===== src/hdl/ivl2n_pkg.sv =====
// Shared constants, types and state codes for the int8 vector L2 norm block.
package ivl2n_pkg;

  localparam int LANES             = 8;
  localparam int SAMPLE_W          = 8;
  localparam int LANE_CNT_W        = 4;
  localparam int SQ_W              = 2 * SAMPLE_W - 1;
  localparam int ADD_W             = SQ_W + $clog2(LANES + 1);
  localparam int MAX_ELEMENTS_LOG2 = 24;
  localparam int CNT_W             = MAX_ELEMENTS_LOG2 + 1;
  localparam int SUM_W             = 39;
  localparam int FRACTION_BITS     = 8;
  localparam int NORM_W            = 28;
  localparam int RAD_W             = 2 * NORM_W;
  localparam int REM_W             = NORM_W + 3;
  localparam int STEP_W            = $clog2(NORM_W);

  localparam logic [CNT_W-1:0] MAX_ELEMENTS = {1'b1, {MAX_ELEMENTS_LOG2{1'b0}}};
  localparam logic [SUM_W-1:0] SUM_BOUND    =
      SUM_W'(MAX_ELEMENTS) << (2 * (SAMPLE_W - 1));
  localparam logic [LANE_CNT_W-1:0] LANE_LIMIT = LANE_CNT_W'(LANES);

  typedef enum logic [1:0] {
    SQ_IDLE,
    SQ_RUN,
    SQ_DONE
  } sq_state_e;

  typedef struct packed {
    logic                  valid;
    logic                  last;
    logic [LANE_CNT_W-1:0] lanes;
  } chunk_ctl_t;

  typedef struct packed {
    logic             valid;
    logic [SUM_W-1:0] sum;
    logic             ovf;
  } acc_res_t;

  typedef struct packed {
    logic [SUM_W-1:0]  sum;
    logic [NORM_W-1:0] norm;
    logic              ovf;
  } norm_res_t;

endpackage


===== src/hdl/ivl2n_if.sv =====
// Valid/ready channel interfaces for vector chunks and norm results.
interface ivl2n_in_if;
  logic              valid;
  logic              ready;
  logic signed [7:0] sample_0;
  logic signed [7:0] sample_1;
  logic signed [7:0] sample_2;
  logic signed [7:0] sample_3;
  logic signed [7:0] sample_4;
  logic signed [7:0] sample_5;
  logic signed [7:0] sample_6;
  logic signed [7:0] sample_7;
  logic [3:0]        lane_count;
  logic              last;

  modport source (
    output valid, sample_0, sample_1, sample_2, sample_3,
           sample_4, sample_5, sample_6, sample_7, lane_count, last,
    input  ready
  );
  modport sink (
    input  valid, sample_0, sample_1, sample_2, sample_3,
           sample_4, sample_5, sample_6, sample_7, lane_count, last,
    output ready
  );
endinterface

interface ivl2n_out_if;
  logic        valid;
  logic        ready;
  logic [38:0] sum_of_squares;
  logic [27:0] norm_fixed;
  logic        overflow;

  modport source (
    output valid, sum_of_squares, norm_fixed, overflow,
    input  ready
  );
  modport sink (
    input  valid, sum_of_squares, norm_fixed, overflow,
    output ready
  );
endinterface


===== src/hdl/int8_vector_l2_norm.sv =====
// Int8 vector L2 norm: eight squaring lanes, a merge/accumulate stage, a serial root.
// Throughput: one chunk per cycle while a vector streams in (lane_count up to eight).
// After the last chunk, the result is formed by the 28-step serial root unit;
// input ready stays low from the last chunk until the result is registered.
// The next vector's chunks are taken while that result waits in the output register.
// Reset: asynchronous, active low; clears the sum, count, overflow flag and all valids.
module int8_vector_l2_norm
  import ivl2n_pkg::*;
(
  input  logic        clk_i,
  input  logic        rst_ni,
  ivl2n_in_if.sink    in_i,
  ivl2n_out_if.source out_o
);

  logic [LANES-1:0][SAMPLE_W-1:0] samples;
  logic [LANES-1:0][SQ_W-1:0]     sq;
  logic [LANE_CNT_W-1:0]          lanes_clamped;
  logic                           accept;
  chunk_ctl_t                     ctl_q;
  acc_res_t                       acc;
  norm_res_t                      root_res, out_q;
  logic                           root_done, take;
  logic                           busy_q, out_valid_q;

  assign samples = {in_i.sample_7, in_i.sample_6, in_i.sample_5, in_i.sample_4,
                    in_i.sample_3, in_i.sample_2, in_i.sample_1, in_i.sample_0};

  assign in_i.ready    = !busy_q;
  assign accept        = in_i.valid && !busy_q;
  assign lanes_clamped = (in_i.lane_count > LANE_LIMIT) ? LANE_LIMIT : in_i.lane_count;

  for (genvar k = 0; k < LANES; k++) begin : g_lane
    ivl2n_lane u_lane (
      .clk_i    (clk_i),
      .sample_i (samples[k]),
      .en_i     (lanes_clamped > LANE_CNT_W'(k)),
      .sq_o     (sq[k])
    );
  end

  always_ff @(posedge clk_i or negedge rst_ni) begin
    if (!rst_ni) begin
      ctl_q <= '0;
    end else begin
      ctl_q.valid <= accept;
      ctl_q.last  <= in_i.last;
      ctl_q.lanes <= lanes_clamped;
    end
  end

  ivl2n_merge u_merge (
    .clk_i  (clk_i),
    .rst_ni (rst_ni),
    .ctl_i  (ctl_q),
    .sq_i   (sq),
    .res_o  (acc)
  );

  ivl2n_sqrt u_sqrt (
    .clk_i  (clk_i),
    .rst_ni (rst_ni),
    .acc_i  (acc),
    .take_i (take),
    .done_o (root_done),
    .res_o  (root_res)
  );

  // move the finished root into the output register when it is free
  assign take = root_done && (!out_valid_q || out_o.ready);

  always_ff @(posedge clk_i or negedge rst_ni) begin
    if (!rst_ni) begin
      busy_q      <= 1'b0;
      out_valid_q <= 1'b0;
    end else begin
      if (accept && in_i.last) begin
        busy_q <= 1'b1;
      end else if (take) begin
        busy_q <= 1'b0;
      end
      if (take) begin
        out_valid_q <= 1'b1;
      end else if (out_o.ready) begin
        out_valid_q <= 1'b0;
      end
    end
  end

  always_ff @(posedge clk_i) begin
    if (take) begin
      out_q <= root_res;
    end
  end

  assign out_o.valid          = out_valid_q;
  assign out_o.sum_of_squares = out_q.sum;
  assign out_o.norm_fixed     = out_q.norm;
  assign out_o.overflow       = out_q.ovf;

endmodule


===== src/hdl/ivl2n_lane.sv =====
// One lane: squares a signed sample when the lane is enabled, registered.
module ivl2n_lane
  import ivl2n_pkg::*;
(
  input  logic                       clk_i,
  input  logic signed [SAMPLE_W-1:0] sample_i,
  input  logic                       en_i,
  output logic [SQ_W-1:0]            sq_o
);

  logic signed [2*SAMPLE_W-1:0] prod;
  logic [SQ_W-1:0]              sq_d, sq_q;

  assign prod = sample_i * sample_i;
  assign sq_d = en_i ? prod[SQ_W-1:0] : '0;

  always_ff @(posedge clk_i) begin
    sq_q <= sq_d;
  end

  assign sq_o = sq_q;

endmodule


===== src/hdl/ivl2n_merge.sv =====
// Merge stage: sums the lane squares and accumulates with saturation.
module ivl2n_merge
  import ivl2n_pkg::*;
(
  input  logic                       clk_i,
  input  logic                       rst_ni,
  input  chunk_ctl_t                 ctl_i,
  input  logic [LANES-1:0][SQ_W-1:0] sq_i,
  output acc_res_t                   res_o
);

  logic [ADD_W-1:0] add_d, add_q;
  chunk_ctl_t       ctl_q;
  logic [SUM_W-1:0] sum_d, sum_q, acc;
  logic [CNT_W-1:0] cnt_d, cnt_q;
  logic [CNT_W:0]   cnt_sum;
  logic             ovf_d, ovf_q;
  acc_res_t         res_d, res_q;

  always_comb begin
    add_d = '0;
    for (int k = 0; k < LANES; k++) begin
      add_d = add_d + ADD_W'(sq_i[k]);
    end
  end

  always_ff @(posedge clk_i) begin
    add_q <= add_d;
  end

  always_ff @(posedge clk_i or negedge rst_ni) begin
    if (!rst_ni) begin
      ctl_q <= '0;
    end else begin
      ctl_q <= ctl_i;
    end
  end

  always_comb begin
    cnt_sum = {1'b0, cnt_q} + (CNT_W + 1)'(ctl_q.lanes);
    acc     = sum_q + SUM_W'(add_q);
    ovf_d   = ovf_q;
    if (cnt_sum > {1'b0, MAX_ELEMENTS}) begin
      // too many elements: pin to the bound and stay there
      ovf_d = 1'b1;
      sum_d = SUM_BOUND;
      cnt_d = MAX_ELEMENTS;
    end else begin
      cnt_d = cnt_sum[CNT_W-1:0];
      if (ovf_q || acc > SUM_BOUND) begin
        sum_d = SUM_BOUND;
      end else begin
        sum_d = acc;
      end
    end
    res_d.valid = ctl_q.valid && ctl_q.last;
    res_d.sum   = sum_d;
    res_d.ovf   = ovf_d;
  end

  always_ff @(posedge clk_i or negedge rst_ni) begin
    if (!rst_ni) begin
      sum_q <= '0;
      cnt_q <= '0;
      ovf_q <= 1'b0;
      res_q <= '0;
    end else begin
      res_q.valid <= res_d.valid;
      if (res_d.valid) begin
        res_q.sum <= res_d.sum;
        res_q.ovf <= res_d.ovf;
      end
      if (ctl_q.valid) begin
        if (ctl_q.last) begin
          sum_q <= '0;
          cnt_q <= '0;
          ovf_q <= 1'b0;
        end else begin
          sum_q <= sum_d;
          cnt_q <= cnt_d;
          ovf_q <= ovf_d;
        end
      end
    end
  end

  assign res_o = res_q;

endmodule


===== src/hdl/ivl2n_sqrt.sv =====
// Iterative digit-by-digit square root, one root bit per cycle.
module ivl2n_sqrt
  import ivl2n_pkg::*;
(
  input  logic      clk_i,
  input  logic      rst_ni,
  input  acc_res_t  acc_i,
  input  logic      take_i,
  output logic      done_o,
  output norm_res_t res_o
);

  sq_state_e          state_q, state_d;
  logic               load, iter;
  logic [RAD_W-1:0]   rad_q;
  logic [REM_W-1:0]   rem_q, rem_sh, trial, rem_d;
  logic [NORM_W-1:0]  root_q;
  logic [STEP_W-1:0]  step_q;
  logic [SUM_W-1:0]   sum_q;
  logic               ovf_q;
  logic               ge;

  always_ff @(posedge clk_i or negedge rst_ni) begin
    if (!rst_ni) begin
      state_q <= SQ_IDLE;
    end else begin
      state_q <= state_d;
    end
  end

  always_comb begin
    state_d = state_q;
    load    = 1'b0;
    iter    = 1'b0;
    done_o  = 1'b0;
    case (state_q)
      SQ_IDLE: begin
        if (acc_i.valid) begin
          load    = 1'b1;
          state_d = SQ_RUN;
        end
      end
      SQ_RUN: begin
        iter = 1'b1;
        if (step_q == STEP_W'(NORM_W - 1)) begin
          state_d = SQ_DONE;
        end
      end
      SQ_DONE: begin
        done_o = 1'b1;
        if (take_i) begin
          state_d = SQ_IDLE;
        end
      end
      default: state_d = SQ_IDLE;
    endcase
  end

  assign rem_sh = {rem_q[REM_W-3:0], rad_q[RAD_W-1 -: 2]};
  assign trial  = {1'b0, root_q, 2'b01};
  assign ge     = rem_sh >= trial;
  assign rem_d  = ge ? rem_sh - trial : rem_sh;

  always_ff @(posedge clk_i) begin
    if (load) begin
      rad_q  <= RAD_W'(acc_i.sum) << (2 * FRACTION_BITS);
      rem_q  <= '0;
      root_q <= '0;
      step_q <= '0;
      sum_q  <= acc_i.sum;
      ovf_q  <= acc_i.ovf;
    end else if (iter) begin
      rad_q  <= rad_q << 2;
      rem_q  <= rem_d;
      root_q <= {root_q[NORM_W-2:0], ge};
      step_q <= step_q + STEP_W'(1);
    end
  end

  assign res_o.sum  = sum_q;
  assign res_o.norm = root_q;
  assign res_o.ovf  = ovf_q;

endmodule


===== src/flat_wrapper.sv =====
// flat-port wrapper written by rule: the top's interface ports become plain ports
module int8_vector_l2_norm_flat import ivl2n_pkg::*;
  (clk_i, rst_ni, in_i_valid, in_i_sample_0, in_i_sample_1, in_i_sample_2, in_i_sample_3, in_i_sample_4, in_i_sample_5, in_i_sample_6, in_i_sample_7, in_i_lane_count, in_i_last, in_i_ready, out_o_valid, out_o_sum_of_squares, out_o_norm_fixed, out_o_overflow, out_o_ready);
  ivl2n_in_if in_i_i ();
  ivl2n_out_if out_o_i ();
  input  logic clk_i;
  input  logic rst_ni;
  input wire logic [$bits(in_i_i.valid)-1:0] in_i_valid;
  input wire logic [$bits(in_i_i.sample_0)-1:0] in_i_sample_0;
  input wire logic [$bits(in_i_i.sample_1)-1:0] in_i_sample_1;
  input wire logic [$bits(in_i_i.sample_2)-1:0] in_i_sample_2;
  input wire logic [$bits(in_i_i.sample_3)-1:0] in_i_sample_3;
  input wire logic [$bits(in_i_i.sample_4)-1:0] in_i_sample_4;
  input wire logic [$bits(in_i_i.sample_5)-1:0] in_i_sample_5;
  input wire logic [$bits(in_i_i.sample_6)-1:0] in_i_sample_6;
  input wire logic [$bits(in_i_i.sample_7)-1:0] in_i_sample_7;
  input wire logic [$bits(in_i_i.lane_count)-1:0] in_i_lane_count;
  input wire logic [$bits(in_i_i.last)-1:0] in_i_last;
  output wire logic [$bits(in_i_i.ready)-1:0] in_i_ready;
  output wire logic [$bits(out_o_i.valid)-1:0] out_o_valid;
  output wire logic [$bits(out_o_i.sum_of_squares)-1:0] out_o_sum_of_squares;
  output wire logic [$bits(out_o_i.norm_fixed)-1:0] out_o_norm_fixed;
  output wire logic [$bits(out_o_i.overflow)-1:0] out_o_overflow;
  input wire logic [$bits(out_o_i.ready)-1:0] out_o_ready;
  assign in_i_i.valid = in_i_valid;
  assign in_i_i.sample_0 = in_i_sample_0;
  assign in_i_i.sample_1 = in_i_sample_1;
  assign in_i_i.sample_2 = in_i_sample_2;
  assign in_i_i.sample_3 = in_i_sample_3;
  assign in_i_i.sample_4 = in_i_sample_4;
  assign in_i_i.sample_5 = in_i_sample_5;
  assign in_i_i.sample_6 = in_i_sample_6;
  assign in_i_i.sample_7 = in_i_sample_7;
  assign in_i_i.lane_count = in_i_lane_count;
  assign in_i_i.last = in_i_last;
  assign in_i_ready = in_i_i.ready;
  assign out_o_valid = out_o_i.valid;
  assign out_o_sum_of_squares = out_o_i.sum_of_squares;
  assign out_o_norm_fixed = out_o_i.norm_fixed;
  assign out_o_overflow = out_o_i.overflow;
  assign out_o_i.ready = out_o_ready;
  int8_vector_l2_norm u_core (.clk_i(clk_i), .rst_ni(rst_ni), .in_i(in_i_i), .out_o(out_o_i));
endmodule

===== config.mk =====
export PLATFORM = sky130hd
export DESIGN_NAME = int8_vector_l2_norm_flat
export DESIGN_NICKNAME = d
export VERILOG_FILES = /design/src/hdl/ivl2n_pkg.sv /design/src/hdl/ivl2n_if.sv /design/src/hdl/int8_vector_l2_norm.sv /design/src/hdl/ivl2n_lane.sv /design/src/hdl/ivl2n_merge.sv /design/src/hdl/ivl2n_sqrt.sv /design/src/flat_wrapper.sv
export SDC_FILE = /design/constraint.sdc
export NUM_CORES = 2
export LEC_CHECK = 0
export BUFFER_PORTS_ARGS = -buffer_cell sky130_fd_sc_hd__buf_2
export CAP_MARGIN = 10
export CELL_PAD_IN_SITES_DETAIL_PLACEMENT = 1
export CELL_PAD_IN_SITES_GLOBAL_PLACEMENT = 1
export CORE_UTILIZATION = 50
export DETAILED_ROUTE_END_ITERATION = 8
export PLACE_DENSITY = 0.77
export SETUP_SLACK_MARGIN = 0.05
export SLEW_MARGIN = 20
export SYNTH_ARGS = -nofsm -noshare
export SYNTH_HDL_FRONTEND = slang
export SYNTH_SLANG_ARGS = --single-unit

===== constraint.sdc =====
create_clock -name clk_i -period 5.9 [get_ports clk_i]
set_input_delay 0.295 -clock clk_i [delete_from_list [all_inputs] [get_ports clk_i]]
set_output_delay 0.295 -clock clk_i [all_outputs]
set_load 0.02 [all_outputs]

==> metrics.txt <==
status=complete, but fails checks; violated checks=design-rule violations; Die H=275 µm; CTS H-tree depth=2; vias per cell=5.22; Skew-Pair Late Insertion Delay=0.60 ns; # DRC=20; CP startpoint=u_core.g_lane[7].u_lane.sq_o[3]$_SDFF_PP0_; Worst Hold Class=input pin to register; CTS sink count=462; DR WL/cell=17.6 µm; Max clock buf depth=3; hold path start=in_i_sample_3[0]; Post-DRT Antenna Nets=0; via count=25,700; die area=75,700 µm²; chip width=between 200 and 300 µm; critical path type=register to register; DRT iter0 DRCs=975; Synthesized Nets=4,594; Tightest Pin Transition=1.17 ns; initial antenna violation count=4; multi-input logic area=22,400 µm²; Post-Route WL=86,700 µm; vias in the first global route=between 20,000 and 30,000; Mapped Area=about 37,000 µm²; row count=99; crit path capture=u_core.u_merge.add_q[16]$_DFF_P_; utilization after layout=0.554; Reg clk slew, reported paths=0.06 ns; first-pass GRT wire length=about 140,000 µm; RD Place Congestion=just under 0.9; Buf+Inv Stages, Crit Path=2; top cell type's share of synthesized area=0.230; crit path time final=slightly above 5 ns; dpl hpwl=69,100 µm; Final Cell Area=40,600 µm²; initial core utilization=0.508; clock root buffer master=clkbuf_16; Resized cells post-CTS=0; Layout area overhead=8.87%; period utilisation layout=0.857; Worst R2R Setup Slack=0.84 ns; WP depth=18; worst-path cell chain=inv_1, fa_1, fa_1, fa_1, fa_1, inv_1, fa_1, a21o_1, a21oi_1, o21bai_1, a21oi_1, o21bai_1, a21oi_1, o21ai_0, o41a_1, a21o_1, a21oi_1, xnor2_1; max-slew violations=0; largest net degree at the start of global routing=84; total grt overflow=0; CTS tree=yes; TritonCTS Buffers=50; Layout Nets=4,691; layout cells sized above 1=0.0831; post-synthesis register bit count=around 460; max_cap viols=0; setup bufs post-CTS=0; CP arrival=5.58 ns; cells after synthesis=3,831; # IOs=143; clk_skew=~0.021 ns; drt pass-1 iters=7; Ys Warns=0; FILL cells=8,281; r2r endpoint=u_core.u_merge.add_q[16]$_DFF_P_; core box area=73,300 µm²; CP most frequent cell=fa_1; RSZ-0062 raised after global routing=no; Crit Reg-Reg Startpoint=u_core.g_lane[7].u_lane.sq_o[3]$_SDFF_PP0_; CP peak stage delay=0.55 ns; total track usage=0.239; Synth area leaders=fa_1, edfxtp_1, dfxtp_1; Setup TNS=0 ns; port bufs=between 100 and 150; ys async rst share=0.264; CP delay by family, top=adder cells; Post-synth EDFFs=147; Avg Cell Area, Syn=between 9 and 10 µm²; Critical Path RT=between 6 and 7 ns; reg2reg path depth=18; Rel. slew slack=0.219; endpoints failing hold=0; Worst setup SP type=register; Reg area=around 11,000 µm²; CP max FO=2; Netlist cell types=85; Seq/Total Area, Yosys=0.304; Worst setup EP type=register; Slowest-stage cell, CP=fa_1; Main synth FF type=dfxtp_1; achievable clock frequency=0.198 GHz; Setup Viol. Count Final=0; post-placement cell area=around 39,000 µm²; dominant cell type by area after synthesis=fa_1
[cells by family after synthesis]
group,Yosys count,synth area share
buf+inv,949,0.0968
flops,462,0.304
xor+xnor,188,0.0442
fa+ha+maj,690,0.318
compound gates,583,0.102
simple gates,912,0.121
mux,47,0.0139
[registers in the layout, indices dropped and copies added (netlist names), 29 cells and up]
register / flops
u_core.u_merge.res_o: 41
u_core.g_lane.u_lane.sq_o: 112
u_core.u_sqrt.rad_q: 40
u_core.u_merge.sum_q: 39
u_core.u_sqrt.sum_q: 39
u_core.u_sqrt.rem_q: 29
u_core.out_o.sum_of_squares: 39
[per-stage QoR]
stage	hold WS [ns]	cells	worst slack, ns
after global routing	0.0295	4929	0.573
after floorplan	-0.000591	3831	1.10
after detailed placement	0.336	4829	0.821
after global placement	0.331	4829	0.928
after CTS	0.00734	4929	0.799
final	0.0444	4931	0.843
[synthesized netlist by cell type, types with 13 or more instances]
library cell,n
inv_1,821
nand2_1,269
clkbuf_1,108
dfrtp_1,122
ha_1,261
nor2b_1,51
nor4_1,13
fa_1,429
nor3_1,52
mux2_2,39
xor2_1,48
o21ai_2,21
o31ai_1,19
and3_1,24
nand3_1,34
nor2_1,197
and2_1,151
xnor2_1,140
o22ai_1,41
a21boi_0,18
o21a_1,18
dfxtp_1,193
o21ai_0,129
nor3b_1,17
nand4_1,16
o2bb2ai_1,26
edfxtp_1,147
o21bai_1,20
a21o_1,55
a21oi_1,149
nand2b_1,36
[what timing repair did]
item	CTS	global route
setup endpoints to repair	0	0
endpoints found under the hold margin	62	0
hold buffers	6	0
[layout make-up]
| cell class | count | share of cell area |
|---|---|---|
| Antenna cell | 2 | 0.000123 |
| Clock buffer | 64 | 0.0342 |
| Clock inverter | 30 | 0.00626 |
| Timing Repair Buffer | 168 | 0.0231 |
| Multi-Input combinational cell | 2420 | 0.551 |
| Sequential cell | 462 | 0.279 |
| Inverter | 826 | 0.0764 |
| Tap cell | 959 | 0.0296 |
[placed cells by master, fill, tap and decap left out, types with 18 or more instances in the layout]
master     synthesis  final
xnor2_1          140    140
o21a_1            18     18
xor2_1            48     48
clkbuf_16          0     53
and2_1           151    151
nand2_1          269    269
o21ai_0          129    129
dfrtp_1          122    122
o2bb2ai_1         26     26
a21boi_0          18     18
o22ai_1           41     41
a21oi_1          149    149
and3_1            24     24
o31ai_1           19     19
edfxtp_1         147    147
o21ai_2           21     21
dfxtp_1          193    193
nand3_1           34     34
buf_4              1     20
buf_2              8    141
fa_1             429    429
a21o_1            55     55
ha_1             261    261
o21bai_1          20     20
nor2_1           197    196
inv_1            821    821
nor3_1            52     52
nand2b_1          36     35
nor2b_1           51     50
mux2_2            39     39
[routing by layer]
layer / GRT usage / part of all wire / vias to the layer above / routed length (µm)
met5: 0 / 0.00014 / - / 12
met4: 0.0810 / 0.034 / 2 / 2970
met3: 0.0287 / 0.026 / 143 / 2280
met2: 0.434 / 0.52 / 299 / 45300
met1: 0.292 / 0.42 / 12900 / 36100
li1: - / - / 12400 / -
[worst min path at each step]
stage / end / slack [ns] / depth (start not counted)
2_1_floorplan: u_core.busy_q$_DFFE_PN0P_ / -0.0006 / 0
3_3_place_gp: u_core.u_merge.ctl_q[2]$_DFF_PN0_ / 0.33 / 0
3_5_place_dp: u_core.u_merge.ctl_q[2]$_DFF_PN0_ / 0.34 / 0
4_1_cts: u_core.g_lane[3].u_lane.sq_o[2]$_SDFF_PP0_ / 0.007 / 2
5_1_grt: u_core.g_lane[1].u_lane.sq_o[2]$_SDFF_PP0_ / 0.03 / 2
6_report: u_core.g_lane[3].u_lane.sq_o[2]$_SDFF_PP0_ / 0.04 / 2
Power is left out: the tool's default activity adds up to more than one toggle a clock period on the data nets, which glitch-free logic cannot reach.
